==> src/design/tbpp_pkg.sv <==
`default_nettype none
package tbpp_pkg;

	// Pattern dimension limits and register widths.
	localparam int unsigned MAX_WIDTH  = 64;
	localparam int unsigned MAX_HEIGHT = 64;
	localparam int unsigned DIM_W      = 7;
	localparam int unsigned WORD_W     = 16;
	localparam int unsigned POS_W      = 4;
	localparam int unsigned CHAR_W     = 8;
	localparam int unsigned CFG_IDX_W  = 2;

	// Register indexes of the configuration port.
	localparam logic [CFG_IDX_W-1:0] REG_PATTERN_WIDTH  = 2'd0;
	localparam logic [CFG_IDX_W-1:0] REG_PATTERN_HEIGHT = 2'd1;

	// Reset value of both dimensions.
	localparam logic [DIM_W-1:0] DIM_RESET = 7'd8;

	// Characters with a special meaning.
	localparam logic [CHAR_W-1:0] CH_SPACE   = 8'h20;
	localparam logic [CHAR_W-1:0] CH_TAB     = 8'h09;
	localparam logic [CHAR_W-1:0] CH_NEWLINE = 8'h0A;
	localparam logic [CHAR_W-1:0] CH_ZERO    = 8'h30;

	// Bit position of the last bit of a packed word.
	localparam logic [POS_W-1:0] LAST_BIT = 4'd15;

	// Result kinds.
	localparam logic KIND_WORD   = 1'b0;
	localparam logic KIND_STATUS = 1'b1;

	// One result item.
	typedef struct packed {
		logic              result_kind;
		logic [WORD_W-1:0] bitmap_word;
		logic              size_ok;
		logic              is_solid;
		logic              last_of_run;
	} result_t;

endpackage
`default_nettype wire

==> src/design/tbpp_in_if.sv <==
`default_nettype none
interface tbpp_in_if;
	import tbpp_pkg::*;

	logic              valid;
	logic              ready;
	logic [CHAR_W-1:0] char_code;
	logic              end_of_text;

	modport source (output valid, output char_code, output end_of_text, input ready);
	modport sink (input valid, input char_code, input end_of_text, output ready);

endinterface
`default_nettype wire

==> src/design/tbpp_out_if.sv <==
`default_nettype none
interface tbpp_out_if;
	import tbpp_pkg::*;

	logic              valid;
	logic              ready;
	logic              result_kind;
	logic [WORD_W-1:0] bitmap_word;
	logic              size_ok;
	logic              is_solid;
	logic              last_of_run;

	modport source (
		output valid, output result_kind, output bitmap_word, output size_ok,
		output is_solid, output last_of_run, input ready
	);
	modport sink (
		input valid, input result_kind, input bitmap_word, input size_ok,
		input is_solid, input last_of_run, output ready
	);

endinterface
`default_nettype wire

==> src/design/tbpp_cfg_if.sv <==
`default_nettype none
interface tbpp_cfg_if;
	import tbpp_pkg::*;

	logic                 valid;
	logic                 ready;
	logic [CFG_IDX_W-1:0] index;
	logic [DIM_W-1:0]     data;

	modport source (output valid, output index, output data, input ready);
	modport sink (input valid, input index, input data, output ready);

endinterface
`default_nettype wire

==> src/design/text_bitmap_parse_pack_core.sv <==
`default_nettype none
// Text bitmap parser and packer. Each input transaction carries one pattern
// character or the end marker; whitespace is skipped, '0' gives a zero bit and
// any other character a one bit, packed least significant first into 16-bit
// words that leave when full or at the end of a row of pattern_width columns.
// The end marker flushes a partial word and then yields a status transaction
// with size_ok, is_solid and last_of_run set as described, after which the
// counters clear. One character is taken per clock: the parse and pack logic
// is combinational and writes its results into a four-entry result queue,
// and the input is ready while the queue has room for two results, so
// the rate is one item per cycle as long as the output keeps draining.
// Configuration writes are always ready and take effect at once; dimensions
// of 0 are used as 1 and values above 64 as 64.
module text_bitmap_parse_pack_core (
	input  wire logic clk,
	input  wire logic arst_n,
	tbpp_in_if.sink   in_ch,
	tbpp_out_if.source out_ch,
	tbpp_cfg_if.sink  cfg
);
	import tbpp_pkg::*;

	localparam int unsigned QUEUE_DEPTH = 4;
	localparam int unsigned QPTR_W      = 2;
	localparam int unsigned QCNT_W      = 3;

	// Configuration registers.
	logic [DIM_W-1:0] pattern_width_q;
	logic [DIM_W-1:0] pattern_height_q;

	// Parse state.
	logic [DIM_W-1:0]  column_count_q;
	logic [DIM_W-1:0]  row_count_q;
	logic [POS_W-1:0]  bit_position_q;
	logic [WORD_W-1:0] word_accumulator_q;
	logic              all_ones_seen_q;
	logic              overflow_seen_q;

	// Result queue.
	result_t           queue_q [QUEUE_DEPTH];
	logic [QPTR_W-1:0] wr_ptr_q;
	logic [QPTR_W-1:0] rd_ptr_q;
	logic [QCNT_W-1:0] count_q;

	logic [DIM_W-1:0]  w_eff;
	logic [DIM_W-1:0]  h_eff;
	logic              accept;
	logic              pop;
	logic [1:0]        push_n;
	result_t           res_a;
	result_t           res_b;

	logic [DIM_W-1:0]  column_count_d;
	logic [DIM_W-1:0]  row_count_d;
	logic [POS_W-1:0]  bit_position_d;
	logic [WORD_W-1:0] word_accumulator_d;
	logic              all_ones_seen_d;
	logic              overflow_seen_d;

	logic              is_space;
	logic              pat_bit;
	logic [WORD_W-1:0] acc_ins;
	logic [DIM_W-1:0]  col_inc;
	logic              row_end;
	logic              word_full;
	logic              ok;

	// Clamp the configured dimensions to their legal range.
	always_comb begin
		if (pattern_width_q == '0) begin
			w_eff = DIM_W'(1);
		end else if (pattern_width_q > DIM_W'(MAX_WIDTH)) begin
			w_eff = DIM_W'(MAX_WIDTH);
		end else begin
			w_eff = pattern_width_q;
		end
		if (pattern_height_q == '0) begin
			h_eff = DIM_W'(1);
		end else if (pattern_height_q > DIM_W'(MAX_HEIGHT)) begin
			h_eff = DIM_W'(MAX_HEIGHT);
		end else begin
			h_eff = pattern_height_q;
		end
	end

	assign cfg.ready   = 1'b1;
	assign in_ch.ready = (count_q <= QCNT_W'(QUEUE_DEPTH - 2));
	assign accept      = in_ch.valid & in_ch.ready;
	assign pop         = out_ch.valid & out_ch.ready;

	// Configuration registers.
	always_ff @(posedge clk or negedge arst_n) begin
		if (!arst_n) begin
			pattern_width_q  <= DIM_RESET;
			pattern_height_q <= DIM_RESET;
		end else if (cfg.valid && cfg.ready) begin
			case (cfg.index)
				REG_PATTERN_WIDTH:  pattern_width_q  <= cfg.data;
				REG_PATTERN_HEIGHT: pattern_height_q <= cfg.data;
				default: ;
			endcase
		end
	end

	// Parse and pack one character, or finish the pattern at the end marker.
	always_comb begin
		column_count_d     = column_count_q;
		row_count_d        = row_count_q;
		bit_position_d     = bit_position_q;
		word_accumulator_d = word_accumulator_q;
		all_ones_seen_d    = all_ones_seen_q;
		overflow_seen_d    = overflow_seen_q;
		push_n             = 2'd0;
		res_a              = '0;
		res_b              = '0;

		is_space  = (in_ch.char_code == CH_SPACE) || (in_ch.char_code == CH_TAB) ||
			(in_ch.char_code == CH_NEWLINE);
		pat_bit   = (in_ch.char_code != CH_ZERO);
		acc_ins   = word_accumulator_q | (WORD_W'(pat_bit) << bit_position_q);
		word_full = (bit_position_q == LAST_BIT);
		col_inc   = column_count_q + DIM_W'(1);
		row_end   = (col_inc >= w_eff);
		ok        = !overflow_seen_q && (row_count_q == h_eff) && (column_count_q == '0);

		if (in_ch.end_of_text) begin
			// Flush a partial word, then report the status and clear.
			res_b.result_kind = KIND_STATUS;
			res_b.size_ok     = ok;
			res_b.is_solid    = ok & all_ones_seen_q;
			res_b.last_of_run = 1'b1;
			if (bit_position_q != '0) begin
				res_a.result_kind = KIND_WORD;
				res_a.bitmap_word = word_accumulator_q;
				push_n            = 2'd2;
			end else begin
				res_a  = res_b;
				push_n = 2'd1;
			end
			column_count_d     = '0;
			row_count_d        = '0;
			bit_position_d     = '0;
			word_accumulator_d = '0;
			all_ones_seen_d    = 1'b1;
			overflow_seen_d    = 1'b0;
		end else if (!is_space) begin
			if (overflow_seen_q || (row_count_q >= h_eff)) begin
				overflow_seen_d = 1'b1;
			end else begin
				if (!pat_bit) begin
					all_ones_seen_d = 1'b0;
				end
				word_accumulator_d = acc_ins;
				bit_position_d     = bit_position_q + POS_W'(1);
				column_count_d     = col_inc;
				if (word_full || row_end) begin
					res_a.result_kind  = KIND_WORD;
					res_a.bitmap_word  = acc_ins;
					push_n             = 2'd1;
					word_accumulator_d = '0;
					bit_position_d     = '0;
				end
				if (row_end) begin
					column_count_d = '0;
					row_count_d    = row_count_q + DIM_W'(1);
				end
			end
		end
	end

	// Parse state registers.
	always_ff @(posedge clk or negedge arst_n) begin
		if (!arst_n) begin
			column_count_q     <= '0;
			row_count_q        <= '0;
			bit_position_q     <= '0;
			word_accumulator_q <= '0;
			all_ones_seen_q    <= 1'b1;
			overflow_seen_q    <= 1'b0;
		end else if (accept) begin
			column_count_q     <= column_count_d;
			row_count_q        <= row_count_d;
			bit_position_q     <= bit_position_d;
			word_accumulator_q <= word_accumulator_d;
			all_ones_seen_q    <= all_ones_seen_d;
			overflow_seen_q    <= overflow_seen_d;
		end
	end

	// Result queue storage.
	always_ff @(posedge clk) begin
		if (accept && (push_n != 2'd0)) begin
			queue_q[wr_ptr_q] <= res_a;
		end
		if (accept && (push_n == 2'd2)) begin
			queue_q[wr_ptr_q + QPTR_W'(1)] <= res_b;
		end
	end

	// Result queue pointers and fill count.
	always_ff @(posedge clk or negedge arst_n) begin
		if (!arst_n) begin
			wr_ptr_q <= '0;
			rd_ptr_q <= '0;
			count_q  <= '0;
		end else begin
			if (accept) begin
				wr_ptr_q <= wr_ptr_q + QPTR_W'(push_n);
			end
			if (pop) begin
				rd_ptr_q <= rd_ptr_q + QPTR_W'(1);
			end
			count_q <= count_q + (accept ? QCNT_W'(push_n) : '0) - QCNT_W'(pop);
		end
	end

	// Output side of the queue.
	assign out_ch.valid       = (count_q != '0);
	assign out_ch.result_kind = queue_q[rd_ptr_q].result_kind;
	assign out_ch.bitmap_word = queue_q[rd_ptr_q].bitmap_word;
	assign out_ch.size_ok     = queue_q[rd_ptr_q].size_ok;
	assign out_ch.is_solid    = queue_q[rd_ptr_q].is_solid;
	assign out_ch.last_of_run = queue_q[rd_ptr_q].last_of_run;

endmodule
`default_nettype wire
==> src/flat_wrapper.sv <==
// flat-port wrapper written by rule: the top's interface ports become plain ports
module text_bitmap_parse_pack_core_flat import tbpp_pkg::*;
  (clk, arst_n, in_ch_valid, in_ch_char_code, in_ch_end_of_text, in_ch_ready, out_ch_valid, out_ch_result_kind, out_ch_bitmap_word, out_ch_size_ok, out_ch_is_solid, out_ch_last_of_run, out_ch_ready, cfg_valid, cfg_index, cfg_data, cfg_ready);
  tbpp_in_if in_ch_i ();
  tbpp_out_if out_ch_i ();
  tbpp_cfg_if cfg_i ();
  input  wire logic clk;
  input  wire logic arst_n;
  input wire logic [$bits(in_ch_i.valid)-1:0] in_ch_valid;
  input wire logic [$bits(in_ch_i.char_code)-1:0] in_ch_char_code;
  input wire logic [$bits(in_ch_i.end_of_text)-1:0] in_ch_end_of_text;
  output wire logic [$bits(in_ch_i.ready)-1:0] in_ch_ready;
  output wire logic [$bits(out_ch_i.valid)-1:0] out_ch_valid;
  output wire logic [$bits(out_ch_i.result_kind)-1:0] out_ch_result_kind;
  output wire logic [$bits(out_ch_i.bitmap_word)-1:0] out_ch_bitmap_word;
  output wire logic [$bits(out_ch_i.size_ok)-1:0] out_ch_size_ok;
  output wire logic [$bits(out_ch_i.is_solid)-1:0] out_ch_is_solid;
  output wire logic [$bits(out_ch_i.last_of_run)-1:0] out_ch_last_of_run;
  input wire logic [$bits(out_ch_i.ready)-1:0] out_ch_ready;
  input wire logic [$bits(cfg_i.valid)-1:0] cfg_valid;
  input wire logic [$bits(cfg_i.index)-1:0] cfg_index;
  input wire logic [$bits(cfg_i.data)-1:0] cfg_data;
  output wire logic [$bits(cfg_i.ready)-1:0] cfg_ready;
  assign in_ch_i.valid = in_ch_valid;
  assign in_ch_i.char_code = in_ch_char_code;
  assign in_ch_i.end_of_text = in_ch_end_of_text;
  assign in_ch_ready = in_ch_i.ready;
  assign out_ch_valid = out_ch_i.valid;
  assign out_ch_result_kind = out_ch_i.result_kind;
  assign out_ch_bitmap_word = out_ch_i.bitmap_word;
  assign out_ch_size_ok = out_ch_i.size_ok;
  assign out_ch_is_solid = out_ch_i.is_solid;
  assign out_ch_last_of_run = out_ch_i.last_of_run;
  assign out_ch_i.ready = out_ch_ready;
  assign cfg_i.valid = cfg_valid;
  assign cfg_i.index = cfg_index;
  assign cfg_i.data = cfg_data;
  assign cfg_ready = cfg_i.ready;
  text_bitmap_parse_pack_core u_core (.clk(clk), .arst_n(arst_n), .in_ch(in_ch_i), .out_ch(out_ch_i), .cfg(cfg_i));
endmodule
==> config.mk <==
export PLATFORM = sky130hd
export DESIGN_NAME = text_bitmap_parse_pack_core_flat
export DESIGN_NICKNAME = d
export VERILOG_FILES = /design/src/design/tbpp_pkg.sv /design/src/design/tbpp_in_if.sv /design/src/design/tbpp_out_if.sv /design/src/design/tbpp_cfg_if.sv /design/src/design/text_bitmap_parse_pack_core.sv /design/src/flat_wrapper.sv
export SDC_FILE = /design/constraint.sdc
export NUM_CORES = 1
export LEC_CHECK = 0
export BUFFER_PORTS_ARGS = -buffer_cell sky130_fd_sc_hd__buf_2
export CAP_MARGIN = 10
export CORE_ASPECT_RATIO = 2
export CORE_MARGIN = 4
export CORE_UTILIZATION = 55
export CTS_CLUSTER_DIAMETER = 30
export DETAILED_ROUTE_END_ITERATION = 16
export GPL_TIMING_DRIVEN = 0
export PLACE_DENSITY = 0.75
export SYNTH_ARGS = -nofsm -noshare
export SYNTH_HDL_FRONTEND = slang
export SYNTH_SLANG_ARGS = --single-unit
==> constraint.sdc <==
create_clock -name clk -period 6.2 [get_ports clk]
set_input_delay 0.93 -clock clk [delete_from_list [all_inputs] [get_ports clk]]
set_output_delay 0.93 -clock clk [all_outputs]
set_load 0.01 [all_outputs]
Word-level counts from Yosys, hierarchy flattened
Memories as Yosys holds them, arrays and structs flattened.
Cells that the tools add are included.

cells by class
  $add $sub $neg = 8
  magnitude comparators = 5
  equal/unequal tests = 11
  shift-type cells = 1
  muxes and demuxes = 46
  bitwise gates (word level) = 4
  reductions and logical operators = 24

operator list
  operator               number
  $mux W7                12
  $mux W16               5
  $mux W17               4
  $logic_not A7 Y1       3
  $eq A8 B4 Y1 const B   2
  $mux W4                4
  $or A16 B16 Y16        1
  $shl A1 B4 Y16         1
  $add A7 B1 Y7 const B  2
  $ge A7 B7 Y1           2
  $gt A7 B7 Y1 const B   2
  $mux W1                13
  $mux W2                5
  $mux W3                3
  $eq A8 B6 Y1 const B   1
  $ne A8 B6 Y1 const B   1
  $reduce_and A4 Y1      2
  $eq A7 B7 Y1           1
  $ne A2 B2 Y1 const B   3
  $reduce_and A3 Y1      2
  $reduce_bool A2 Y1     3
  $add A2 B1 Y2 const B  2
  $add A4 B1 Y4 const B  1
  $eq A4 B4 Y1 const B   1
  14 further kinds       23

storage, ports and cells
  register bits = 57
  memory bits (writable) = 80
  output and inout port bits = 23
  word-level logic and storage cells = 111
  memories kept = 1

memory list
  memory          words  bits a word  rd ports  clocked after Yosys merged registers in  wr ports  RTL line                           source
  u_core.queue_q  4      20           1         0                                        2         text_bitmap_parse_pack_core.sv:40  result_t queue_q [QUEUE_DEPTH];

Logic depth before layout (Yosys ltp)
  depth after elaboration = 13
  depth in mapped cells = 17
  mapped depth without buffers = 15

Worst setup path after synthesis
Ideal clock, no wire load.

  path kind = register to register
  start = register u_core.column_count_q[0]
  end = register u_core.count_q[2]
  arrival = 3160 ps
  required time = 6077 ps
  path slack = 2917 ps
  cell stages (with the launch flop) = 17
  buffers on the path = 2
  period minus slack after synthesis = 3283 ps
  path through = dfrtp_1 -> ha_1 -> nand3_1 -> nor2_1 -> xor2_1 -> ha_1 -> a41oi_1 -> o21ai_0 -> a21oi_1 -> a21oi_4 -> buf_6 -> buf_6 -> o21ai_1 -> a21oi_1 -> ha_1 -> fa_1 -> xnor2_1

between the ends
  cells in the longest elaborated chain, start to end = 10

RTL lines
  what                      RTL line                            source
  start: declaration        text_bitmap_parse_pack_core.sv:32   logic [DIM_W-1:0] column_count_q;
  start signal: assignment  text_bitmap_parse_pack_core.sv:181  column_count_q <= column_count_d;
  $add A7 B1 Y7             text_bitmap_parse_pack_core.sv:122  col_inc = column_count_q + DIM_W'(1);
  $ge A7 B7 Y1              text_bitmap_parse_pack_core.sv:123  row_end = (col_inc >= w_eff);
  $logic_or A1 B1 Y1        text_bitmap_parse_pack_core.sv:156  if (word_full || row_end) begin
  $mux W1                   text_bitmap_parse_pack_core.sv:156
  $mux W2                   text_bitmap_parse_pack_core.sv:147  if (overflow_seen_q || (row_count_q >= h_eff)) begin
  $mux W2                   text_bitmap_parse_pack_core.sv:146  end else if (!is_space) begin
  $mux W2                   text_bitmap_parse_pack_core.sv:126  if (in_ch.end_of_text) begin
  $mux W2                   text_bitmap_parse_pack_core.sv:213  count_q <= count_q + (accept ? QCNT_W'(push_n) : '0) - QCNT_W'(pop);
  $add A3 B3 Y3             text_bitmap_parse_pack_core.sv:213
  $sub A3 B1 Y3             text_bitmap_parse_pack_core.sv:213
  end signal: assignment    text_bitmap_parse_pack_core.sv:213
  end: declaration          text_bitmap_parse_pack_core.sv:43   logic [QCNT_W-1:0] count_q;

Every way passes these cells.
A chain may end at the register's enable or synchronous reset.

==> key figures <==
Clock tree
  • Setup bufs post-CTS: 0
  • Worst skew pair latency: 0.42 ns
  • Number of sinks on the clock net: 133
  • Count of hold buffers inserted by post-cts repair: 0
  • CTS tree: built
  • Number of buffers added by the clock tree synthesis step: 17
  • Maximum clock insertion buffer count: 2
  • Clock slew at reported path FFs: 0.06 ns
  • H-tree levels: 4
  • Clock Root Buffer: sky130_fd_sc_hd__clkbuf_16
  • Post-cts gate resize count: 0

Yosys
  • Share of cell area taken by muxes after synthesis: 9.373%
  • #FFs+latches synth: 133
  • Compound-Gate Fraction of Synth Area: 19.93%
  • Main combinational cell family by area after synthesis: compound AO/OA/AOI/OAI gates
  • Area share of the largest cell type after synthesis: 21.22%
  • Number of nets produced by synthesis: 615
  • Primary FF master, synth: sky130_fd_sc_hd__dfxtp_1
  • Sequential-to-total area share from yosys stat: 48.24%
  • Count of different cell masters after synthesis: 61
  • Post-synth EDFFs: 12
  • Post-synthesis share of cell area spent on xor and xnor gates: 1.651%
  • Count of mapped cells out of synthesis: 568
  • Cells taking the most area after synthesis: sky130_fd_sc_hd__dfrtp_1 (21%), sky130_fd_sc_hd__dfxtp_1 (20%), sky130_fd_sc_hd__o2bb2ai_1 (7.4%)
  • Cell type contributing the most total cell area after synthesis: sky130_fd_sc_hd__dfrtp_1
  • Synthesized-area fraction occupied by adder cells: 4.834%
  • Share of async-settable or async-resettable flops after synthesis: 42.86%
  • Synthesized area per cell: 11.21 sq um
  • Yosys synthesis warning count: 0
  • Simple-gate share of the synthesized area: 11.52%
  • Netlist area before placement: 6367 sq um

Final layout
  • Proportion of layout cells with a drive suffix above 1: 24.22%
  • Area added between synthesis and finish: 15.78%
  • Layout net count: 678
  • Most frequent cells in the layout: sky130_fd_sc_hd__dfxtp_1 (64), sky130_fd_sc_hd__buf_2 (54), sky130_fd_sc_hd__o2bb2ai_1 (54), sky130_fd_sc_hd__dfrtp_1 (54)
  • Fill count: 892
  • Non-filler cells in the finished layout: 786
  • Diode count: 0
  • Most common library cell in the layout ignoring fill and taps: sky130_fd_sc_hd__dfxtp_1
  • Final design instance area without fill: 7372 sq um

GRT
  • Antenna violations before repair: 0
  • Global route total overflow: 0
  • Met2 Track Usage GR: 47.73%
  • Via count of the first global-routing pass: 5304
  • GRT Max-Usage Layer: met2
  • Wire length of the first global-routing pass: 26.48 mm
  • Met1 global-route usage: 23.53%
  • Maximum number of pins on one net before global-route repair: 36
  • All-Layer GR Usage: 24.92%
  • Met3 GRT Util: 4.750%

Power
  • Power density cells: 412.1 nW/um^2
  • Lkg Pwr: 3.048 nW
  • Total power: 3.038 mW
  • Worst voltage drop across the vdd grid: 0.2759 mV

Die
  • I/O pin count: 46
  • Die Height: 160.2 um
  • Die outline area: 13470 sq um
  • Std-Cell Rows: 55
  • Floorplan core area: 11350 sq um
  • Initial standard-cell utilization of the core: 56.08%
  • Die width: 84.08 um

STA
  • Clock period minus final worst setup slack: 3.921 ns
  • Number of setup violations in the final report: 0
  • Tcrit/Tclk final: 63.24%
  • Slew at the pin closest to its max-slew limit: 1.161 ns
  • Worst slew margin: 21.99%
  • Setup repair after global routing missed its margin: false
  • Worst clock skew on the final layout: 0.008002 ns
  • Hold violation total from the final report: 0
  • F_max: 0.2551 GHz
  • Max Transition Viols Final: 0
  • Aggregate negative setup slack: 0 ns

Place
  • Global placer's final weighted congestion: 0.8752
  • Detailed placement HPWL: 12.02 mm
  • Area after detailed placement: 6788 sq um
  • Cell total after placement: 754
  • Quantity of I/O buffers inserted on ports: 43

Worst setup path
  • Critical path arrival: 4.06 ns
  • Endpoint type of the worst setup path: register
  • Crit Path Max Fanout: 10
  • Worst Path Required: 6.34 ns
  • Startpoint-to-endpoint class of the critical path: register to register
  • Category of the worst setup path launch point: register

Min path
  • Kind of path behind the tightest hold check: register to register

Flow run
  • Max_cap viols: 0

Routing
  • Length of the first detailed-routing pass in iterations: 5
  • DRC violations left: 0
  • Vias per cell: 6.248
  • Routed length per instance: 20.22 um
  • Vias: 4911
  • Antenna Violating Nets Remaining: 0
  • Iteration-0 DRC Markers: 357
  • Total detailed-routing wirelength: 15.89 mm

Outcome
  • Result of the run: finished, final reports clean
registers in the layout, indices dropped and copies added (netlist names):
register,cells
u_core.queue_q,76
u_core.word_accumulator_q,16
u_core.column_count_q,7
u_core.pattern_height_q,7
u_core.pattern_width_q,7
u_core.row_count_q,7
u_core.bit_position_q,4
u_core.count_q,3
u_core.rd_ptr_q,2
u_core.wr_ptr_q,2
u_core.all_ones_seen_q,1
u_core.overflow_seen_q,1
worst max-delay path: stages (launching register included):
cell and delay [ns]:
sky130_fd_sc_hd__dfrtp_1 0.47, sky130_fd_sc_hd__ha_1 0.29, sky130_fd_sc_hd__nand3_1 0.14, sky130_fd_sc_hd__nor2_1 0.16, sky130_fd_sc_hd__xor2_1 0.21, sky130_fd_sc_hd__ha_1 0.28, sky130_fd_sc_hd__a41oi_1 0.21, sky130_fd_sc_hd__o21ai_0 0.22
sky130_fd_sc_hd__a21oi_1 0.34, sky130_fd_sc_hd__a21oi_4 0.15, sky130_fd_sc_hd__a21oi_2 0.44, sky130_fd_sc_hd__clkbuf_1 0.49, sky130_fd_sc_hd__inv_1 0.22
routing by layer:
layer	up-vias	routed length (um)
met5	-	0
met1	2448	5313
li1	2259	-
met3	57	512
met4	0	897
met2	147	9167
cells in the mapped netlist, types with 4 or more instances:
master,instances
sky130_fd_sc_hd__o2bb2ai_1,54
sky130_fd_sc_hd__xor2_1,4
sky130_fd_sc_hd__nand2_1,40
sky130_fd_sc_hd__dfrtp_1,54
sky130_fd_sc_hd__nand3_1,18
sky130_fd_sc_hd__dfxtp_1,64
sky130_fd_sc_hd__a21oi_2,4
sky130_fd_sc_hd__buf_6,6
sky130_fd_sc_hd__o22ai_1,4
sky130_fd_sc_hd__mux2_2,15
sky130_fd_sc_hd__o21ai_0,17
sky130_fd_sc_hd__edfxtp_1,12
sky130_fd_sc_hd__nor3_1,9
sky130_fd_sc_hd__or3_1,8
sky130_fd_sc_hd__a31oi_1,24
sky130_fd_sc_hd__o2bb2ai_2,10
sky130_fd_sc_hd__mux4_2,19
sky130_fd_sc_hd__nand3b_1,4
sky130_fd_sc_hd__nor2b_1,4
sky130_fd_sc_hd__buf_2,11
sky130_fd_sc_hd__nor2_1,40
sky130_fd_sc_hd__ha_1,23
sky130_fd_sc_hd__and2_1,5
sky130_fd_sc_hd__clkbuf_1,9
sky130_fd_sc_hd__a21oi_1,17
sky130_fd_sc_hd__inv_1,27
sky130_fd_sc_hd__xnor2_1,8
sky130_fd_sc_hd__a31oi_2,6
power by group:
group | leakage [nW] | switching [mW] | internal [mW]
Combinational | 1.40 | 0.549 | 0.359
Clock | 0.284 | 0.401 | 0.592
Sequential | 1.36 | 0.117 | 1.02
Total | 3.05 | 1.07 | 1.97
path summary, 6_finish.rpt:
kind	startpoint	endpoint	slack, ns	depth (start not counted)
setup / recovery	u_core.column_count_q[0]	u_core.queue_q[1][0]	2.28	12
min in group asynchronous	arst_n	u_core.pattern_width_q[4]	0.62	1
max in group asynchronous	arst_n	u_core.word_accumulator_q[11]	4.97	2
setup reg to reg	u_core.column_count_q[0]	u_core.queue_q[1][0]	2.28	12
hold reg to reg	u_core.queue_q[2][13]	u_core.queue_q[2][13]	0.46	1
hold / removal	u_core.queue_q[2][13]	u_core.queue_q[2][13]	0.46	1
kinds of logic (layout without fill, tap and decap cells):
group | after synthesis | after routing
compound gates | 158 | 158
xor+xnor | 12 | 12
fa+ha+maj | 24 | 24
buf+inv | 57 | 133
flops | 133 | 133
mux | 34 | 34
other cells | 1 | 1
simple gates | 149 | 149
cell type report:
type / count / area (sq um) / area share [%]
inverters: 27 / 101.3 / 1.375
well taps: 142 / 177.7 / 2.410
clock inverters: 12 / 116.4 / 1.578
clock buffers: 20 / 467.9 / 6.348
plain buffers: 30 / 178.9 / 2.427
flip-flops and latches: 133 / 3072 / 41.67
multi-input cells: 378 / 3015 / 40.90
repair buffers: 44 / 242.7 / 3.293
per-stage QoR:
stage          utilization [%]  hold slack [ns]  setup slack (ns)
2_1_floorplan                -           0.4271             2.917
3_3_place_gp             59.54           0.4387             2.432
3_5_place_dp             59.78           0.4413             2.323
4_1_cts                  64.93           0.4604             2.274
5_1_grt                  64.93           0.4759             1.927
6_report                 64.93           0.4594             2.279
Note: power is estimated with default switching activity, not from simulation.
